[src/rtl/tcrp_pkg.sv]
// ----------------------------------------------------------------------------
// tcrp_pkg
// Shared widths, command codes, register indexes and lane control type for
// the timed path playback block.
// ----------------------------------------------------------------------------
package tcrp_pkg;

	localparam int MAX_POINTS_DEF  = 256;
	localparam int COORD_WIDTH_DEF = 32;

	localparam int CMD_W   = 2;
	localparam int IO_W    = 32;  // coordinate and position port width
	localparam int DT_W    = 24;
	localparam int DUR_W   = 32;
	localparam int FRAC_W  = 16;  // fraction bits of alpha and t
	localparam int T_W     = FRAC_W + 1;
	localparam int APB_AW  = 3;
	localparam int LANES   = 3;

	localparam logic [T_W-1:0]   T_ONE        = T_W'(1) << FRAC_W;
	localparam logic [DUR_W-1:0] DUR_RST      = 32'd1000000;

	localparam logic [CMD_W-1:0] CMD_LOAD  = 2'd0;
	localparam logic [CMD_W-1:0] CMD_START = 2'd1;
	localparam logic [CMD_W-1:0] CMD_TICK  = 2'd2;
	localparam logic [CMD_W-1:0] CMD_CLEAR = 2'd3;

	localparam logic REG_CURVE_MODE = 1'b0;
	localparam logic REG_DEF_DUR    = 1'b1;

	typedef struct packed {
		logic           start;
		logic           mode;
		logic [T_W-1:0] t;
	} lane_ctl_t;

endpackage

[src/rtl/tcrp_lane.sv]
// ----------------------------------------------------------------------------
// tcrp_lane
// One coordinate lane: linear blend or uniform Catmull-Rom in Horner form,
// one shared multiplier by t, product registered before each add.
// ----------------------------------------------------------------------------
module tcrp_lane #(
	parameter int CW = tcrp_pkg::COORD_WIDTH_DEF
) (
	input  logic                             clk,
	input  logic                             arst_n,
	input  tcrp_pkg::lane_ctl_t              ctl,
	input  logic signed [CW-1:0]             p0,
	input  logic signed [CW-1:0]             p1,
	input  logic signed [CW-1:0]             p2,
	input  logic signed [CW-1:0]             p3,
	output logic                             done,
	output logic signed [tcrp_pkg::IO_W-1:0] pos
);

	localparam int AW = CW + 6;
	localparam int PW = AW + tcrp_pkg::T_W + 1;
	localparam int SW = (AW > tcrp_pkg::IO_W + 1) ? AW : tcrp_pkg::IO_W + 1;
	localparam logic signed [PW-1:0] HALF = PW'(1) <<< (tcrp_pkg::FRAC_W - 1);
	localparam logic signed [SW-1:0] OMAX = SW'(64'sh7FFFFFFF);
	localparam logic signed [SW-1:0] OMIN = SW'(-64'sh80000000);

	logic signed [AW-1:0] e0, e1, e2, e3;
	logic signed [AW-1:0] c3, c2, c1, c0;
	logic signed [AW-1:0] acc_q;
	logic signed [AW-1:0] add_q [3];
	logic signed [PW-1:0] prod_q;
	logic signed [PW-1:0] rsum;
	logic signed [AW-1:0] rnd;
	logic signed [AW-1:0] half_v;
	logic signed [SW-1:0] fin_v;
	logic [1:0]           step_q;
	logic [1:0]           last_q;
	logic                 mode_q;
	logic                 busy_q;
	logic                 mul_q;
	logic                 fin_q;
	logic                 done_q;
	logic signed [tcrp_pkg::IO_W-1:0] pos_q;

	// curve coefficients
	always_comb begin
		e0 = AW'(p0);
		e1 = AW'(p1);
		e2 = AW'(p2);
		e3 = AW'(p3);
		c3 = e3 - e0 + (e1 <<< 1) + e1 - (e2 <<< 1) - e2;
		c2 = (e0 <<< 1) - (e1 <<< 2) - e1 + (e2 <<< 2) - e3;
		c1 = e2 - e0;
		c0 = e1 <<< 1;
	end

	// round product to nearest, ties up, and the final halving
	always_comb begin
		rsum   = prod_q + HALF;
		rnd    = AW'(rsum >>> tcrp_pkg::FRAC_W);
		half_v = (acc_q + AW'(1)) >>> 1;
		fin_v  = mode_q ? SW'(half_v) : SW'(acc_q);
	end

	// sequence: multiply, add, repeat until the last step, then finish
	always_ff @(posedge clk or negedge arst_n) begin
		if (!arst_n) begin
			busy_q <= 1'b0;
			mul_q  <= 1'b0;
			fin_q  <= 1'b0;
			done_q <= 1'b0;
		end else begin
			done_q <= 1'b0;
			if (ctl.start) begin
				busy_q <= 1'b1;
				mul_q  <= 1'b1;
				fin_q  <= 1'b0;
			end else if (busy_q && mul_q) begin
				mul_q <= 1'b0;
			end else if (busy_q) begin
				if (step_q == last_q) begin
					busy_q <= 1'b0;
					fin_q  <= 1'b1;
				end else begin
					mul_q <= 1'b1;
				end
			end else if (fin_q) begin
				fin_q  <= 1'b0;
				done_q <= 1'b1;
			end
		end
	end

	// datapath
	always_ff @(posedge clk) begin
		if (ctl.start) begin
			mode_q   <= ctl.mode;
			acc_q    <= ctl.mode ? c3 : e2 - e1;
			add_q[0] <= ctl.mode ? c2 : e1;
			add_q[1] <= c1;
			add_q[2] <= c0;
			step_q   <= '0;
			last_q   <= ctl.mode ? 2'd2 : 2'd0;
		end else if (busy_q && mul_q) begin
			prod_q <= PW'(acc_q) * PW'($signed({1'b0, ctl.t}));
		end else if (busy_q) begin
			acc_q  <= rnd + add_q[step_q];
			step_q <= step_q + 2'd1;
		end else if (fin_q) begin
			if (fin_v > OMAX) begin
				pos_q <= OMAX[tcrp_pkg::IO_W-1:0];
			end else if (fin_v < OMIN) begin
				pos_q <= OMIN[tcrp_pkg::IO_W-1:0];
			end else begin
				pos_q <= fin_v[tcrp_pkg::IO_W-1:0];
			end
		end
	end

	assign done = done_q;
	assign pos  = pos_q;

endmodule

[config.mk]
export PLATFORM = sky130hd
export DESIGN_NAME = tcrp_lane
export DESIGN_NICKNAME = d
export VERILOG_FILES = /design/src/rtl/tcrp_pkg.sv /design/src/rtl/tcrp_lane.sv
export SDC_FILE = /design/constraint.sdc
export NUM_CORES = 2
export LEC_CHECK = 0
export BUFFER_PORTS_ARGS = -buffer_cell sky130_fd_sc_hd__buf_2
export CAP_MARGIN = 0
export CORE_MARGIN = 1.5
export CORE_UTILIZATION = 59
export DETAILED_ROUTE_END_ITERATION = 12
export GPL_TIMING_DRIVEN = 0
export PLACE_DENSITY = 0.8
export SLEW_MARGIN = 30
export SYNTH_ARGS = -nofsm -noshare
export SYNTH_HDL_FRONTEND = slang
export SYNTH_SLANG_ARGS = --single-unit
[constraint.sdc]
create_clock -name clk -period 6.3 [get_ports clk]
set_input_delay 1.26 -clock clk [delete_from_list [all_inputs] [get_ports clk]]
set_output_delay 1.26 -clock clk [all_outputs]
set_load 0.05 [all_outputs]
; Word-level counts from Yosys, hierarchy flattened
; Memory sizes are Yosys's and may differ from the RTL's. A register that Yosys moved wholly into a read port is not among the register bits.
; Index checks and enable logic that the tools add are counted.
[totals]
n_memories = 1
reg_bits = 133
rom_bits = 0
ramBits = 114
latch_bits = 0
input_bits = 149
elab_cells = 73
out_inout_bits = 33
[op_classes]
addsub = 15
n_bitwise = 3
n_div = 0
magnitude_cmp = 2
mul = 1
eq_ne = 4
n_mux = 28
n_reduce_logical = 9
shifts = 0
[memory_table]
columns = name, depth, word_bits, rd, rd_ports_with_merged_regs, write_ports, line
row1 = add_q, 3, 38, 1, 1, 3, tcrp_lane.sv:30  ; logic signed [AW-1:0] add_q [3];
[ops]
columns = cell, n
row1 = two-way mux 38 bit, 6
row2 = subtractor 32 x 32 -> 33 bit, 3
row3 = adder 54 x 17 -> 54 bit (second input constant), 1
row4 = multiplier 38 x 18 -> 54 bit, 1
row5 = adder 38 x 2 -> 38 bit (second input constant), 1
row6 = adder 38 bit, 1
row7 = > comparator 38 x 32 -> 1 bit (second input constant), 1
row8 = < comparator 38 x 32 -> 1 bit (second input constant), 1
row9 = subtractor 37 x 32 -> 38 bit, 1
row10 = adder 36 x 34 -> 37 bit, 1
row11 = subtractor 36 x 32 -> 37 bit, 1
row12 = subtractor 35 x 32 -> 36 bit, 1
row13 = subtractor 35 x 33 -> 36 bit, 1
row14 = adder 34 x 32 -> 35 bit, 1
row15 = subtractor 33 x 34 -> 35 bit, 1
row16 = adder 33 x 33 -> 34 bit, 1
row17 = two-way mux 32 bit, 1
row18 = two-way mux 1 bit, 18
row19 = AND reduction 2 bit, 5
row20 = two-way mux 2 bit, 3
row21 = AND reduction 4 bit, 1
row22 = != test 3 x 2 -> 1 bit (second input constant), 1
row23 = != test 3 bit (second input constant), 1
row24 = inverter 1 bit, 3
row25 = other kinds (6), 6

; Longest topological paths before layout
[depth]
word_depth = 7
ltp_mapped = 26
mapped_depth_nobuf = 24

; Least setup slack after synthesis
; OpenSTA, ideal clock, no wires.
[synth_path]
kind = in2reg
startpoint = input ctl[9] (netlist bit)
endpoint = register prod_q[52], data pin
n_path_buf = 2
stages = 23
setup_slack_ns = -1.161
t_required_ns = 6.038
t_arrival_ns = 7.198
cell_sequence = clkbuf_1 > clkbuf_1 > nand2_1 > fa_1 > inv_1 > fa_1 > fa_1 > fa_1 > fa_1 > inv_1 > fa_1 > inv_1 > ha_1 > a21oi_1 > o21ai_1 > a21o_1 > a21o_1 > o311ai_1 > a311o_1 > a21oi_1 > o41ai_2 > o21bai_1 > xor2_1
[synth_between]
elab_chain_cells = 1
[synth_rtl]
columns = element, line
row1 = start: declaration, tcrp_lane.sv:11  ; input tcrp_pkg::lane_ctl_t ctl,
row2 = multiplier 38 x 18 -> 54 bit, tcrp_lane.sv:105  ; prod_q <= PW'(acc_q) * PW'($signed({1'b0, ctl.t}));
row3 = end signal: assignment, tcrp_lane.sv:105
row4 = end: declaration, tcrp_lane.sv:31  ; logic signed [PW-1:0] prod_q;
; Every way passes these cells.
; A chain may end at the register's enable or synchronous reset.

; Worst setup path in the final report
[layout_path]
startpoint = input ctl[11] (netlist bit)
endpoint = register prod_q[44], data pin
; Same word-level chain as after synthesis.

==> metrics.cfg <==
[outcome]
status=finished with violations
failed_checks=setup timing

[drt]
via_per_inst=5.92
wirelength_microns=136000
route.detailed.drc=0
drtPass1Iterations=8
wl_per_cell_microns=22.2
ant_nets=0
vias=36500
drtIter0Drc=3355

[worst_setup_path]
cp-start-kind=input pin
cp.arrival_ps=7240
cp_common_cell=fa_1
critPathKind=in -> reg
crit_path_cell_trace=clkbuf_8 > clkbuf_16 > nand2_1 > fa_1 > inv_1 > fa_1 > fa_1 > fa_2 > fa_1 > inv_2 > fa_1 > inv_2 > ha_4 > a21oi_2 > o21ai_1 > a21o_1 > a21o_1 > o311ai_4 > nand3_2 > o31ai_4 > o221ai_4 > a21oi_2 > xnor2_1
crit_path_max_incr_delay_ps=600
cp-end-kind=flop
path_buf_inv=5
crit_fanout=10
crit_family=adder cells
cp_data_required_time_ps=6610
slowest_stage=fa_1

[layout]
syn_to_final_growth_pct=11.7
finalInstanceArea_sq_um=50400
layout_common_cells=inv_1 (965), fa_1 (804), nand2_1 (582)
final_nets=6443
drive_above_1_share_pct=11.4
layout.cells.most_common=inv_1
final_cells=6161
n_fill_cell=5929

[floorplanning]
die_h_microns=280
num_rows=101
io_pins=182
start_util_pct=59.6
core_area_sq_um=75800
die_x_microns=280
die-area_sq_um=78200

[clock_tree]
tritoncts=done
cts_max_level=1
cts_max_path_buffers=3
clk_pin_slew_ps=60
postCtsHoldBufs=0
cts_sinks=221
insertion_delay_ps=590
clock_tree.root_cell=clkbuf_16
cts_made_buffers=27

[place]
gp_congestion=1.02
dpl_cell_area_sq_um=47700
dp_cells=6055
dp_hpwl_microns=111000
port_buffers=166

[timing]
slew_headroom_pct=30.8
worst_slew_pin_slew_ps=1040
setup_violations=31
skew_ps=20.4
rsz0062_at_grt=yes
fin_hold_ws_ps=476
hold_violations=0
fin_crit_ps=6930
final-max-slew-violation-count=0
fin_ws_ps=-628
min_period_over_period_pct=110
tns_ps=-13310
max_freq_ghz=0.144

[synth]
ys.flop_type=edfxtp_1
async_flop_share_pct=1.81
synth_warnings=0
synth_area_sq_um=45200
syn_avg_cell_area_sq_um=9.21
yosysUniqueCellTypes=85
synth_seq_cells=221
syn_nets=6182
ys_seq_area_share_pct=14.6
synth-edff-count=213
synthCells=4901

[global_routing]
track_usage_pct=35.6
overflow=0
grt_max_degree=70
grt_pass1_vias=38000
antenna_found_initial=6
grt_pass1_wl_microns=212000

[hold_path]
worstHoldPathType=in -> async

[flow_run]
max_cap_viol_count=0

-- layout make-up --
cell class | instances | area (sq um) | area share [%]
Clock inverter | 20 | 156 | 0.310
Timing Repair Buffer | 250 | 1570 | 3.10
Sequential cell | 221 | 6580 | 13.0
Tap cell | 978 | 1220 | 2.43
Inverter | 976 | 3660 | 7.26
Multi-Input combinational cell | 3493 | 35000 | 69.4
Clock buffer | 29 | 683 | 1.35
Buffer | 193 | 1590 | 3.15
Antenna cell | 1 | 2.50 | 0.00496
-- kinds of logic (layout without fill, tap and decap cells) --
| group | count (synthesis) | count (layout) | synth area share [%] |
|---|---|---|---|
| adder cells (fa/ha/maj) | 1132 | 1132 | 45.1 |
| flip-flops | 221 | 221 | 14.6 |
| other | 0 | 1 | 0 |
| AND/OR/NAND/NOR | 1297 | 1297 | 13.8 |
| buffers and inverters | 1187 | 1468 | 9.91 |
| AO/OA/AOI/OAI | 772 | 772 | 10.8 |
| multiplexers | 57 | 57 | 1.27 |
| XOR/XNOR | 235 | 235 | 4.56 |
-- synth_stat cells (18+ instances only) --
master | count | area (sq um)
a21o_1 | 93 | 698
xnor2_1 | 152 | 1330
nand3_1 | 60 | 300
nand2b_1 | 32 | 200
xor2_1 | 83 | 727
and2_1 | 276 | 1730
nand4_1 | 33 | 206
clkbuf_1 | 195 | 732
a211oi_1 | 18 | 135
a21oi_1 | 229 | 1150
ha_1 | 305 | 3820
o21bai_1 | 35 | 263
o211ai_1 | 23 | 173
fa_1 | 827 | 16600
nor3_1 | 43 | 215
nor2_1 | 140 | 526
nor2b_1 | 29 | 181
mux2i_1 | 54 | 541
o31ai_1 | 23 | 173
o21ai_0 | 185 | 926
nand2_1 | 586 | 2200
inv_1 | 976 | 3660
edfxtp_1 | 213 | 6400
o21a_1 | 33 | 248
a31oi_1 | 30 | 188
and3_1 | 33 | 206
-- metrics by stage --
stage          setup slack (ps)  utilization, %
2_1_floorplan              -669               -
3_3_place_gp              -2240            62.7
3_5_place_dp              -2030            62.9
4_1_cts                    -548            65.8
5_1_grt                    -706            66.5
6_report                   -628            66.5
-- state kept, by name (all words and copies together), names as in the netlist, 2 cells and up, named ones only --
| signal | flops |
|---|---|
| prod_q | 39 |
| acc_q | 38 |
| step_q | 2 |
| pos | 32 |
| add_q | 103 |
-- layer usage --
layer / global-route usage (%) / up-vias / share of wire, %
met5: 0 / - / 0.032
met4: 15.8 / 6 / 5.4
met3: 8.68 / 429 / 11
met2: 58.6 / 1975 / 47
met1: 44.7 / 18000 / 37
li1: - / 16000 / -
-- final timing paths --
| path | startpoint | endpoint | cells after the start | slack, ps |
|---|---|---|---|---|
| worst max-delay path | ctl[11] | prod_q[44] | 23 | -630 |
| worst min-delay path | arst_n | mul_q | 1 | 480 |
| worst max register to register | acc_q[15] | prod_q[44] | 22 | -610 |
| worst min register to register | fin_q | done | 2 | 550 |
| max in group asynchronous | arst_n | fin_q | 1 | 5710 |
| min in group clk | fin_q | done | 2 | 550 |
-- what timing repair did --
item / in CTS / in global routing
pin swaps: 59 / 55
buffers inserted: 55 / 20
cloned: 2 / 0
endpoints found under the setup margin: 39 / 36
gates resized for setup: 259 / 155
Power is not shown: default switching activity piles up to over one toggle a cycle in this logic, so the estimate is an artifact.
